File: src/hdl/bcc_pkg.sv
// Package with the types, phase codes and register indexes of the click classifier.
`default_nettype none

package bcc_pkg;

  localparam int TIME_BITS    = 32;
  localparam int CFG_BITS     = 16;
  localparam int CFG_IDX_BITS = 8;
  localparam int PHASE_BITS   = 2;

  // Phase codes
  localparam logic [PHASE_BITS-1:0] PH_IDLE     = 2'd0;
  localparam logic [PHASE_BITS-1:0] PH_PRESSED  = 2'd1;
  localparam logic [PHASE_BITS-1:0] PH_RELEASED = 2'd2;
  localparam logic [PHASE_BITS-1:0] PH_SECOND   = 2'd3;

  // Action codes
  localparam logic ACT_SAMPLE = 1'b0;
  localparam logic ACT_ACK    = 1'b1;

  // Register indexes
  localparam logic [CFG_IDX_BITS-1:0] REG_LONG_PRESS = 8'd0;
  localparam logic [CFG_IDX_BITS-1:0] REG_DOUBLE_GAP = 8'd1;

  localparam logic [CFG_BITS-1:0] LONG_PRESS_RESET = 16'd800;
  localparam logic [CFG_BITS-1:0] DOUBLE_GAP_RESET = 16'd200;

  typedef logic [TIME_BITS-1:0] time_t;

  typedef struct packed {
    logic  action;
    logic  pin_level;
    time_t now_ms;
  } sample_t;

  typedef struct packed {
    logic                  clicked;
    logic                  double_clicked;
    logic                  long_clicked;
    logic [PHASE_BITS-1:0] phase;
  } result_t;

  typedef struct packed {
    logic [CFG_BITS-1:0] long_press_ms;
    logic [CFG_BITS-1:0] double_gap_ms;
  } cfg_t;

endpackage

`default_nettype wire

File: src/hdl/bcc_if.sv
// Channel interfaces of the click classifier: samples, results and register writes.
`default_nettype none

interface bcc_sample_if import bcc_pkg::*; ();
  logic  valid;
  logic  ready;
  logic  action;
  logic  pin_level;
  time_t now_ms;

  modport source (output valid, output action, output pin_level, output now_ms, input ready);
  modport sink (input valid, input action, input pin_level, input now_ms, output ready);
endinterface

interface bcc_result_if import bcc_pkg::*; ();
  logic                  valid;
  logic                  ready;
  logic                  clicked;
  logic                  double_clicked;
  logic                  long_clicked;
  logic [PHASE_BITS-1:0] phase;

  modport source (output valid, output clicked, output double_clicked, output long_clicked,
                  output phase, input ready);
  modport sink (input valid, input clicked, input double_clicked, input long_clicked,
                input phase, output ready);
endinterface

interface bcc_cfg_if import bcc_pkg::*; ();
  logic                    valid;
  logic                    ready;
  logic [CFG_IDX_BITS-1:0] index;
  logic [CFG_BITS-1:0]     data;

  modport source (output valid, output index, output data, input ready);
  modport sink (input valid, input index, input data, output ready);
endinterface

`default_nettype wire

File: src/hdl/bcc_cfg_regs.sv
// Configuration registers of the click classifier.
`default_nettype none

module bcc_cfg_regs import bcc_pkg::*; (
  input  wire logic                    clk,
  input  wire logic                    rst,
  input  wire logic                    wr_en,
  input  wire logic [CFG_IDX_BITS-1:0] wr_index,
  input  wire logic [CFG_BITS-1:0]     wr_data,
  output cfg_t                         cfg
);

  always_ff @(posedge clk) begin
    if (rst) begin
      cfg.long_press_ms <= LONG_PRESS_RESET;
      cfg.double_gap_ms <= DOUBLE_GAP_RESET;
    end else if (wr_en) begin
      // drop writes to unused indexes
      case (wr_index)
        REG_LONG_PRESS: cfg.long_press_ms <= wr_data;
        REG_DOUBLE_GAP: cfg.double_gap_ms <= wr_data;
        default: ;
      endcase
    end
  end

endmodule

`default_nettype wire

File: src/hdl/bcc_core.sv
// Click phase machine, stored times and sticky click flags.
`default_nettype none

module bcc_core import bcc_pkg::*; (
  input  wire logic    clk,
  input  wire logic    rst,
  input  wire logic    step,
  input  wire sample_t item,
  input  wire cfg_t    cfg,
  output result_t      result_next
);

  logic [PHASE_BITS-1:0] phase, phase_next;
  time_t                 press_time, press_time_next;
  time_t                 release_time, release_time_next;
  logic                  single_flag, single_flag_next;
  logic                  double_flag, double_flag_next;
  logic                  long_flag, long_flag_next;

  time_t press_dt;
  time_t release_dt;
  time_t long_lim;
  time_t gap_lim;

  // Modular elapsed times
  assign press_dt   = item.now_ms - press_time;
  assign release_dt = item.now_ms - release_time;
  assign long_lim   = time_t'(cfg.long_press_ms);
  assign gap_lim    = time_t'(cfg.double_gap_ms);

  always_comb begin
    phase_next        = phase;
    press_time_next   = press_time;
    release_time_next = release_time;
    single_flag_next  = single_flag;
    double_flag_next  = double_flag;
    long_flag_next    = long_flag;
    if (item.action == ACT_ACK) begin
      single_flag_next = 1'b0;
      double_flag_next = 1'b0;
      long_flag_next   = 1'b0;
    end else begin
      case (phase)
        PH_IDLE: begin
          if (!item.pin_level) begin
            phase_next      = PH_PRESSED;
            press_time_next = item.now_ms;
          end
        end
        PH_PRESSED: begin
          if (item.pin_level) begin
            if (press_dt < long_lim) begin
              phase_next        = PH_RELEASED;
              release_time_next = item.now_ms;
            end else begin
              phase_next     = PH_IDLE;
              long_flag_next = 1'b1;
            end
          end
        end
        PH_RELEASED: begin
          if (item.pin_level && (release_dt > gap_lim)) begin
            phase_next       = PH_IDLE;
            single_flag_next = 1'b1;
          end else if (!item.pin_level && (release_dt < gap_lim)) begin
            phase_next = PH_SECOND;
          end
        end
        default: begin
          if (item.pin_level) begin
            phase_next       = PH_IDLE;
            double_flag_next = 1'b1;
          end
        end
      endcase
    end
  end

  always_ff @(posedge clk) begin
    if (rst) begin
      phase        <= PH_IDLE;
      press_time   <= '0;
      release_time <= '0;
      single_flag  <= 1'b0;
      double_flag  <= 1'b0;
      long_flag    <= 1'b0;
    end else if (step) begin
      phase        <= phase_next;
      press_time   <= press_time_next;
      release_time <= release_time_next;
      single_flag  <= single_flag_next;
      double_flag  <= double_flag_next;
      long_flag    <= long_flag_next;
    end
  end

  assign result_next.clicked        = single_flag_next;
  assign result_next.double_clicked = double_flag_next;
  assign result_next.long_clicked   = long_flag_next;
  assign result_next.phase          = phase_next;

endmodule

`default_nettype wire

File: src/hdl/button_click_classifier.sv
// Top level of the single, double and long click classifier.
// Usage:
//   samples: one transaction per pin sample (action 0) or acknowledge (action 1).
//     A sample carries the active-low pin level and a wrapping millisecond time.
//   results: exactly one transaction per sample transaction, in order, holding
//     the sticky click flags and the phase after that item is applied.
//   cfg: register writes, index 0 long press time, index 1 double click gap.
//     Write only while no item is in flight; other indexes are ignored.
// Path: a sample loads the input register at the accepting edge and moves to
//   the result register when that slot frees up; the result is offered from
//   the result register.
// Throughput: one item per cycle while results are taken, set by the phase update loop.
// Reset (rst, synchronous): phase idle, times and flags cleared, registers
//   back to 800 ms and 200 ms; both input channels hold ready low during reset.
// Stall: when results is not taken, the result register holds and the input
//   register fills; then samples.ready drops until the result is taken.
`default_nettype none

module button_click_classifier import bcc_pkg::*; (
  input  wire logic      clk,
  input  wire logic      rst,
  bcc_sample_if.sink     samples,
  bcc_result_if.source   results,
  bcc_cfg_if.sink        cfg
);

  sample_t s1_item;
  logic    s1_valid;
  logic    advance;
  cfg_t    cfg_q;
  result_t result_next;
  result_t result_q;
  logic    out_valid;
  logic    in_take;

  // Register writes are always accepted outside reset
  assign cfg.ready = !rst;

  bcc_cfg_regs u_cfg_regs (
    .clk      (clk),
    .rst      (rst),
    .wr_en    (cfg.valid && cfg.ready),
    .wr_index (cfg.index),
    .wr_data  (cfg.data),
    .cfg      (cfg_q)
  );

  // Advance the staged item into the result register when that slot frees up
  assign advance       = s1_valid && (!out_valid || results.ready);
  assign samples.ready = !rst && (!s1_valid || advance);
  assign in_take       = samples.valid && samples.ready;

  always_ff @(posedge clk) begin
    if (rst) begin
      s1_valid <= 1'b0;
    end else if (in_take) begin
      s1_valid <= 1'b1;
    end else if (advance) begin
      s1_valid <= 1'b0;
    end
  end

  // Input register payload
  always_ff @(posedge clk) begin
    if (in_take) begin
      s1_item.action    <= samples.action;
      s1_item.pin_level <= samples.pin_level;
      s1_item.now_ms    <= samples.now_ms;
    end
  end

  // State moves on exactly once per item, when it enters the result register
  bcc_core u_core (
    .clk         (clk),
    .rst         (rst),
    .step        (advance),
    .item        (s1_item),
    .cfg         (cfg_q),
    .result_next (result_next)
  );

  always_ff @(posedge clk) begin
    if (rst) begin
      out_valid <= 1'b0;
    end else if (advance) begin
      out_valid <= 1'b1;
    end else if (results.ready) begin
      out_valid <= 1'b0;
    end
  end

  // Hold the result while the receiver stalls
  always_ff @(posedge clk) begin
    if (advance) begin
      result_q <= result_next;
    end
  end

  assign results.valid          = out_valid;
  assign results.clicked        = result_q.clicked;
  assign results.double_clicked = result_q.double_clicked;
  assign results.long_clicked   = result_q.long_clicked;
  assign results.phase          = result_q.phase;

endmodule

`default_nettype wire

File: src/flat_wrapper.sv
// flat-port wrapper written by rule: the top's interface ports become plain ports
module button_click_classifier_flat import bcc_pkg::*;
  (clk, rst, samples_valid, samples_action, samples_pin_level, samples_now_ms, samples_ready, results_valid, results_clicked, results_double_clicked, results_long_clicked, results_phase, results_ready, cfg_valid, cfg_index, cfg_data, cfg_ready);
  bcc_sample_if samples_i ();
  bcc_result_if results_i ();
  bcc_cfg_if cfg_i ();
  input  wire logic clk;
  input  wire logic rst;
  input wire logic [$bits(samples_i.valid)-1:0] samples_valid;
  input wire logic [$bits(samples_i.action)-1:0] samples_action;
  input wire logic [$bits(samples_i.pin_level)-1:0] samples_pin_level;
  input wire logic [$bits(samples_i.now_ms)-1:0] samples_now_ms;
  output wire logic [$bits(samples_i.ready)-1:0] samples_ready;
  output wire logic [$bits(results_i.valid)-1:0] results_valid;
  output wire logic [$bits(results_i.clicked)-1:0] results_clicked;
  output wire logic [$bits(results_i.double_clicked)-1:0] results_double_clicked;
  output wire logic [$bits(results_i.long_clicked)-1:0] results_long_clicked;
  output wire logic [$bits(results_i.phase)-1:0] results_phase;
  input wire logic [$bits(results_i.ready)-1:0] results_ready;
  input wire logic [$bits(cfg_i.valid)-1:0] cfg_valid;
  input wire logic [$bits(cfg_i.index)-1:0] cfg_index;
  input wire logic [$bits(cfg_i.data)-1:0] cfg_data;
  output wire logic [$bits(cfg_i.ready)-1:0] cfg_ready;
  assign samples_i.valid = samples_valid;
  assign samples_i.action = samples_action;
  assign samples_i.pin_level = samples_pin_level;
  assign samples_i.now_ms = samples_now_ms;
  assign samples_ready = samples_i.ready;
  assign results_valid = results_i.valid;
  assign results_clicked = results_i.clicked;
  assign results_double_clicked = results_i.double_clicked;
  assign results_long_clicked = results_i.long_clicked;
  assign results_phase = results_i.phase;
  assign results_i.ready = results_ready;
  assign cfg_i.valid = cfg_valid;
  assign cfg_i.index = cfg_index;
  assign cfg_i.data = cfg_data;
  assign cfg_ready = cfg_i.ready;
  button_click_classifier u_core (.clk(clk), .rst(rst), .samples(samples_i), .results(results_i), .cfg(cfg_i));
endmodule
File: config.mk
export PLATFORM = sky130hd
export DESIGN_NAME = button_click_classifier_flat
export DESIGN_NICKNAME = d
export VERILOG_FILES = /design/src/hdl/bcc_pkg.sv /design/src/hdl/bcc_if.sv /design/src/hdl/bcc_cfg_regs.sv /design/src/hdl/bcc_core.sv /design/src/hdl/button_click_classifier.sv /design/src/flat_wrapper.sv
export SDC_FILE = /design/constraint.sdc
export NUM_CORES = 1
export LEC_CHECK = 0
export BUFFER_PORTS_ARGS = -buffer_cell sky130_fd_sc_hd__buf_2
export CELL_PAD_IN_SITES_DETAIL_PLACEMENT = 1
export CELL_PAD_IN_SITES_GLOBAL_PLACEMENT = 1
export CORE_MARGIN = 10
export CORE_UTILIZATION = 25
export DETAILED_ROUTE_END_ITERATION = 7
export GPL_TIMING_DRIVEN = 0
export HOLD_SLACK_MARGIN = 0.15
export PLACE_DENSITY_LB_ADDON = 0.1
export SYNTH_ARGS = -nofsm -noshare
export SYNTH_HDL_FRONTEND = slang
export SYNTH_SLANG_ARGS = --single-unit
File: constraint.sdc
create_clock -name clk -period 7.45 [get_ports clk]
set_clock_uncertainty 0.15 [all_clocks]
set_input_delay 0 -clock clk [delete_from_list [all_inputs] [get_ports clk]]
set_output_delay 0 -clock clk [all_outputs]
set_load 0.05 [all_outputs]
# == Word level (Yosys, flattened, before mapping) ==
# Cells that the tools add are included.
# word_totals
regBits,142
input_bits,63
elab_cells,70
# op_classes
add_sub_neg,2
order_cmp,3
eq_ne,3
n_mux,22
n_bitwise,2
reduce_logical,21
# ops
operator,n
< comparator 32 x 16 -> 1 bit,2
subtractor 32 bit,2
greater-than comparator 32 x 16 -> 1 bit,1
two-way mux 1 bit,14
two-way mux 2 bit,7
"== test 8 x 1 -> 1 bit, second input constant",1
zero test 8 bit,1
logical AND 1 bit,6
case mux 2 bit (3 select lines),1
AND reduction 5 bit,1
zero test 1 bit,4
AND reduction 2 bit,2
AND reduction 4 bit,1
nonzero test 2 bit,2
OR reduction 3 bit,1
"== test 2 x 1 -> 1 bit, second input constant",1
"== test 2 bit, second input constant",1
zero test 2 bit,1
logical OR 1 bit,2
inverter 1 bit,2

# == Longest topological paths before layout ==
# Gate-level depths: netlist of run 1.
# logic_depth
word_depth,7
ltp_mapped,22
depth_no_buf,21

# == By module ==
# Synthesis of run 1 repeated with hierarchy kept, for this count alone.
# unflattened
hier_cells,1291
area_unflattened_um2,10497.6
# by_module_without_submodules
mod,instances,cells_per_inst,area_each_um2,seq_area_each_um2
bcc_core,1,1103,7837.5,1381.3
bcc_cfg_regs,1,136,1377.6,640.6
button_click_classifier,1,52,1282.5,1211.2

# == Least setup slack after synthesis of run 1 ==
# No wires, ideal clock.
# synth_timing
path_kind,register to register
startpoint,register u_core.s1_item[0] in the netlist's numbering
endpoint,"register u_core.result_q, in the netlist u_core.results.long_clicked (data pin)"
t_arrival_ns,4.395
required_ns,7.040
path_slack_ns,2.645
stages_incl_launch_ff,22
n_path_buf,0
period_less_slack_ns,4.805
cell_sequence,edfxtp_1 > inv_1 > ha_1 > inv_1 > fa_1 > a21o_1 > a221o_1 > a21o_2 > a21oi_1 > o21ai_0 > xor2_1 > ha_1 > o21ai_0 > o21ai_0 > o221ai_1 > nor2_1 > or4_1 > a211o_1 > nor3_1 > nand4b_1 > and4b_1 > o22ai_1
# synth_rtl
element,line,source
"start, declared",button_click_classifier.sv:27,sample_t s1_item;
"end signal, assigned",button_click_classifier.sv:95,result_q <= result_next;
"end, declared",button_click_classifier.sv:32,result_t result_q;

# == Final worst setup path of run 1 ==
# layout_timing
startpoint,register u_core.s1_item[0] in the netlist's numbering
endpoint,register u_core.u_core.release_time[17]
# layout_between
elab_chain_len,3
# layout_rtl
element,line,source
subtractor 32 bit,bcc_core.sv:26,assign press_dt = item.now_ms - press_time;
< comparator 32 x 16 -> 1 bit,bcc_core.sv:52,if (press_dt < long_lim) begin
AND reduction 5 bit (no source line),-,
"end signal, assigned",bcc_core.sv:90,release_time <= release_time_next;
"end, declared",bcc_core.sv:15,"time_t release_time, release_time_next;"
# No other way between the ends.
# A chain may end at the register's enable or synchronous reset.

==> results of run 1 <==
layout make-up:
cell class                 instances  area [sq um]
buffer                            66           369
tap                              532           666
fill                            4859         27900
multi-input combinational        952          6200
clock inverter                    14           121
inverter                         116           435
clock buffer                      18           429
sequential                       142          3230
timing repair buffer             162          1280
layout by cell type (no fill, tap or decap), types with 17 or more instances in the layout:
cell / count
a21oi_1: 127
dfxtp_1: 103
clkbuf_16: 17
o21a_1: 19
nand4_1: 19
a21o_1: 17
edfxtp_1: 39
dlygate4sd3_1: 93
inv_1: 116
nand2_1: 204
o21ai_0: 63
buf_2: 71
o31ai_1: 58
xnor2_1: 28
ha_1: 93
clkbuf_1: 47
or4_1: 34
nor2_1: 69
sequential cells by signal, indices dropped and copies added, names as in the netlist, 2 cells and up:
| signal | flops |
|---|---|
| u_core.u_core.phase | 2 |
| u_core.results.phase | 2 |
| u_core.u_core.release_time | 32 |
| u_core.s1_item | 34 |
| u_core.u_core.press_time | 32 |
| u_core.u_cfg_regs.cfg | 32 |
metal layers:
| metal | track usage, % | part of all wire (%) |
|---|---|---|
| met5 | 0 | 0 |
| met3 | 2.57 | 3.7 |
| met2 | 26.2 | 46 |
| met1 | 20.8 | 49 |
| met4 | 3.29 | 0.91 |
where the power goes:
group / internal (W) / switching, W
Clock: 0.000457 / 0.000363
Sequential: 0.000808 / 0.0000195
Combinational: 0.000154 / 0.000223
metrics by stage:
| stage | cells | cell area, sq um | hold WS (ps) |
|---|---|---|---|
| after floorplan | 1276 | 10200 | -51.1 |
| after global placement | 1877 | 11200 | 26.3 |
| after detailed placement | 1877 | 11200 | 29.0 |
| after CTS | 2002 | 12700 | 155 |
| after global routing | 2002 | 12700 | 161 |
| final | 2002 | 12700 | 179 |
cells by family after synthesis:
logic type	count (synthesis)	share of synthesized area (%)
fa+ha+maj	95	11.8
buf+inv	182	7.86
simple gates	431	20.4
xor+xnor	42	3.60
flops	142	31.6
mux	6	0.611
compound gates	378	24.2
worst max-delay path by stage:
stage | start | end | slack, ps | cells after the start
after CTS | u_core.s1_item[0] | u_core.u_core.release_time[17] | 1510 | 22
final | u_core.s1_item[0] | u_core.u_core.release_time[17] | 1600 | 22
after global placement | u_core.s1_item[0] | u_core.u_core.release_time[20] | 1690 | 22
after floorplan | u_core.s1_item[0] | u_core.results.long_clicked | 2650 | 21
after global routing | u_core.s1_item[0] | u_core.u_core.release_time[15] | 1070 | 22
after detailed placement | u_core.s1_item[0] | u_core.u_core.release_time[17] | 1560 | 22
repair_timing:
action	in CTS	in global routing
buffers inserted	0	0
endpoints found under the hold margin	101	0
hold buffers	93	0
==> flow_summary.ini, run 1 <==
[pwr]
power_density_nw_per_um2 = 159
ir_drop_v = 0.000121
power.total_w = 0.00202
p_leak_nw = 4.70

[logic_synthesis]
yosysSeqAreaShare_pct = 31.6
synth_top_area_share_pct = 20.2
synth_edf_count = 39
synth.most_common_cell = nand2_1
syn-num-nets = 1434
async_flop_share_pct = 0
synth-main-ff-cell = dfxtp_1
synth_common_cells = nand2_1 (204), a21oi_1 (127), inv_1 (116)
synth_cell_types = 86
syn_area_sq_um = 10200
postSynthAreaPerCell_sq_um = 8.02
synth_top_area_cell = dfxtp_1
yosys_warnings = 0
synth_top_cells_by_area = dfxtp_1 (20%), edfxtp_1 (11%), ha_1 (11%)
synth.ff_latch_count = 142
syn-instance-count = 1276

[clock_network]
cts-htree-levels = 4
clk_latency_ps = 450
clock_sinks = 142
cts_resized = 0
clockBufferDepth = 2
numCtsBuffers = 17
root_buffer = clkbuf_16
cts_tree = built
clkTransAtPathRegs_ps = 60

[detailed_routing]
wl_per_cell_um = 19.5
num_vias = 9818
routed_wl_mm = 39.0
drtPass1Iterations = 4
drcViolationCount = 0
drt_iter0_markers = 481
via_per_inst = 4.90
antenna_left = 0

[timing]
hold_viol = 0
tightest_slew_ps = 968
slew_headroom_pct = 34.6
timing.final.ws_setup_ps = 1600
min_period_over_period_pct = 78.6
finalSetupViolCount = 0
min_period_ps = 5850
maxSlewViolCount = 0
fmax_mhz = 171
rsz0062_at_grt = no
setup-tns-final_ps = 0

[cells_and_area]
num_antenna_cells = 0
final_core_util_pct = 31.3
area_delta_synth_final_pct = 24.4
drive_gt1_share_pct = 9.59
nNetsFinal = 1615

[setup_path]
ff2ff_setup_slack_ps = 1600
cp-start-kind = flip-flop
crit_chain = inv_1 -> ha_1 -> inv_1 -> fa_1 -> a21o_1 -> a221o_1 -> a21o_2 -> a21oi_1 -> o21ai_0 -> xor2_1 -> ha_1 -> o21ai_0 -> o21ai_0 -> o221ai_1 -> nor2_1 -> nor4_1 -> o2bb2ai_1 -> nor4_1 -> nand4_2 -> nor3_4 -> buf_2 -> o31ai_1
r2r-end = u_core.u_core.release_time[17]
r2r_start = u_core.s1_item[0]
cpMostUsedCell = o21ai_0
cp_num_buf_inv = 3
rr_worst_depth = 22
critical_path.max_stage_delay_ps = 510
path_class = flip-flop to flip-flop
critPathTopFamily = compound AO/OA/AOI/OAI gates
cp.required_ps = 7630
cp_max_fo = 10
cp-end-kind = flip-flop
arrival_ps = 6030
slowest_stage = nor3_4

[floorplanning]
core_sq_um = 40600
num_rows = 74
start_util_pct = 25.2
die_x_um = 222
ioPinCount = 71
die-area_sq_um = 49400
die_h_um = 222

[place]
post-dp-hpwl_mm = 31.0
place_ws_ps = 1560
routabilityCongestion = 0.822
portBuffers = 69

[global_route]
grt_pass1_wl_mm = 60.9
grt_pass1_vias = 10375
grt_max_degree = 35
overflow = 0
antenna_found_initial = 0
grt_use_total_pct = 15.7

[run_status]
outcome = finished clean

[flow_run]
maxCapViolCount = 0

[min_path]
hold_class = input port to flip-flop
min_path_cells = 2
hold_path_startpoint = samples_now_ms[16]
min_to = u_core.s1_item[16]
(Power assumes the default switching activity.)
==> inputs of run 2 (changes only) <==
- clock period: 7.45 -> 5.6 ns (I/O delays scaled with it)
==> run 2 against run 1 <==
Compared with the run above: sequential power up 33%; fmax rose by 9.8%; first-iteration DRC count up 4.0%; flip-flop and latch count unchanged; die area is the same; global-route usage is the same; clock-buffer cell count unchanged; hold slack worse by 0.84 ps; combinational power up 36%; critical path depth shrank 6; critical endpoint unchanged; highest routed layer unchanged.
==> flow_summary.ini, run 2 (synthesis gave the netlist of run 1 again) <==
[setup_path]
critical_path.max_stage_delay_ps = 540
r2r_start = u_core.s1_item[4]
path_class = flip-flop to flip-flop
cp_max_fo = 10
rr_worst_depth = 16
arrival_ps = 5520
crit_chain = ha_1 -> a21o_1 -> a211o_1 -> o21a_1 -> a211oi_4 -> xnor2_1 -> ha_1 -> a21o_1 -> a21oi_1 -> and2b_2 -> or4_4 -> a2111oi_4 -> nand4_4 -> clkbuf_4 -> or4_1 -> o31ai_1
cp-end-kind = flip-flop
cp.required_ps = 5790
ff2ff_setup_slack_ps = 270
cp-start-kind = flip-flop
slowest_stage = or4_1
r2r-end = u_core.u_core.release_time[17]

[timing]
min_period_over_period_pct = 95.2
min_period_ps = 5330
hold_viol = 0
fmax_mhz = 187
setup-tns-final_ps = 0
maxSlewViolCount = 0
finalSetupViolCount = 0
tightest_slew_ps = 993
slew_headroom_pct = 32.9

[detailed_routing]
via_per_inst = 4.91
antenna_left = 0
drt_iter0_markers = 500
num_vias = 9873
routed_wl_mm = 39.2
drcViolationCount = 0
drtPass1Iterations = 5
wl_per_cell_um = 19.5

[min_path]
min_to = u_core.s1_item[16]
hold_path_startpoint = samples_now_ms[16]
hold_class = input port to flip-flop
min_path_cells = 2

[place]
routabilityCongestion = 0.822
post-dp-hpwl_mm = 31.0
place_inst = 1877
portBuffers = 69

[floorplanning]
die-area_sq_um = 49400
ioPinCount = 71
die_x_um = 222
start_util_pct = 25.2
core_sq_um = 40600
die_h_um = 222
num_rows = 74

[cells_and_area]
nNetsFinal = 1622
area_delta_synth_final_pct = 25.5
final_cell_mix = nand2_1 (204), a21oi_1 (126), inv_1 (116), dfxtp_1 (103), dlygate4sd3_1 (93)
final_common_cell = nand2_1
largest_register_ffs = 34
drive_gt1_share_pct = 10.7
top_register = u_core.s1_item
layoutNonFillerInstCount = 2009
num_antenna_cells = 0

[pwr]
p_leak_nw = 4.74
power_density_nw_per_um2 = 211
ir_drop_v = 0.000160

[global_route]
antenna_found_initial = 0
overflow = 0
grt_pass1_vias = 10394
grt_max_degree = 35
grt_use_total_pct = 15.7
grt_pass1_wl_mm = 60.9

[run_status]
outcome = finished clean

[clock_network]
cts_tree = built
clockBufferDepth = 2
numCtsBuffers = 17
clock_sinks = 142
cts-htree-levels = 4
clk_latency_ps = 450
clkTransAtPathRegs_ps = 60
root_buffer = clkbuf_16

[flow_run]
maxCapViolCount = 0
==> run 2: layout make-up <==
class	count	area [sq um]
Buffer	66	372
Clock buffer	18	429
Clock inverter	14	121
Fill cell	4853	27800
Inverter	116	435
Multi-Input combinational cell	952	6250
Sequential cell	142	3230
Tap cell	532	666
Timing Repair Buffer	169	1330
==> run 2: how the worst max path moves through the flow <==
stage	start	end	cells after the start	slack (ps)
floorplan	u_core.s1_item[0]	u_core.results.long_clicked	21	800
global placement	u_core.s1_item[0]	u_core.u_core.release_time[20]	22	-160
detailed placement	u_core.s1_item[0]	u_core.u_core.release_time[17]	22	-290
CTS	u_core.s1_item[0]	u_core.u_core.release_time[17]	22	7
global route	u_core.s1_item[0]	u_core.u_core.release_time[17]	22	-0.9
finish	u_core.s1_item[4]	u_core.u_core.release_time[17]	16	270
==> run 2: report_power, final <==
part | internal [W] | switching [W] | leakage [nW]
logic | 0.000211 | 0.000302 | 3.28
clock network | 0.000608 | 0.000487 | 0.257
registers | 0.00108 | 0.0000258 | 1.20
==> run 2: critical path, delay by kind of cell, from the launching register on <==
kind,cells,cell delay (ps)
xor+xnor,1,200
simple gates,4,1510
flops,1,490
compound gates,8,1980
buf+inv,1,230
fa+ha+maj,2,660
==> run 2: repair_timing <==
| action | in CTS | in global routing |
|---|---|---|
| pin swaps | 3 | 6 |
| endpoints found under the setup margin | 36 | 37 |
| resized for setup | 3 | 14 |
| hold buffers | 93 | 0 |
| endpoints found under the hold margin | 101 | 0 |
| buffers inserted | 4 | 3 |
| gates cloned | 0 | 0 |
==> run 2: per-layer routing <==
layer	up-vias	routed length (um)	GRT usage, %
met5	-	0	0
met4	0	349	3.29
met3	21	1150	2.57
met2	125	18200	26.2
met1	4773	19500	20.7
li1	4954	-	-
==> run 2: per-stage QoR <==
step / utilization, % / power (W) / setup slack (ps) / hold slack (ps) / instance area [sq um]
after floorplan: - / 0.00142 / 795 / -51.1 / 10200
after global placement: 27.7 / 0.00158 / -158 / 26.3 / 11200
after detailed placement: 27.7 / 0.00158 / -286 / 29.0 / 11200
after CTS: 31.4 / 0.00273 / 6.77 / 155 / 12800
after global routing: 31.6 / 0.00285 / -0.949 / 161 / 12800
final: 31.6 / 0.00271 / 266 / 178 / 12800
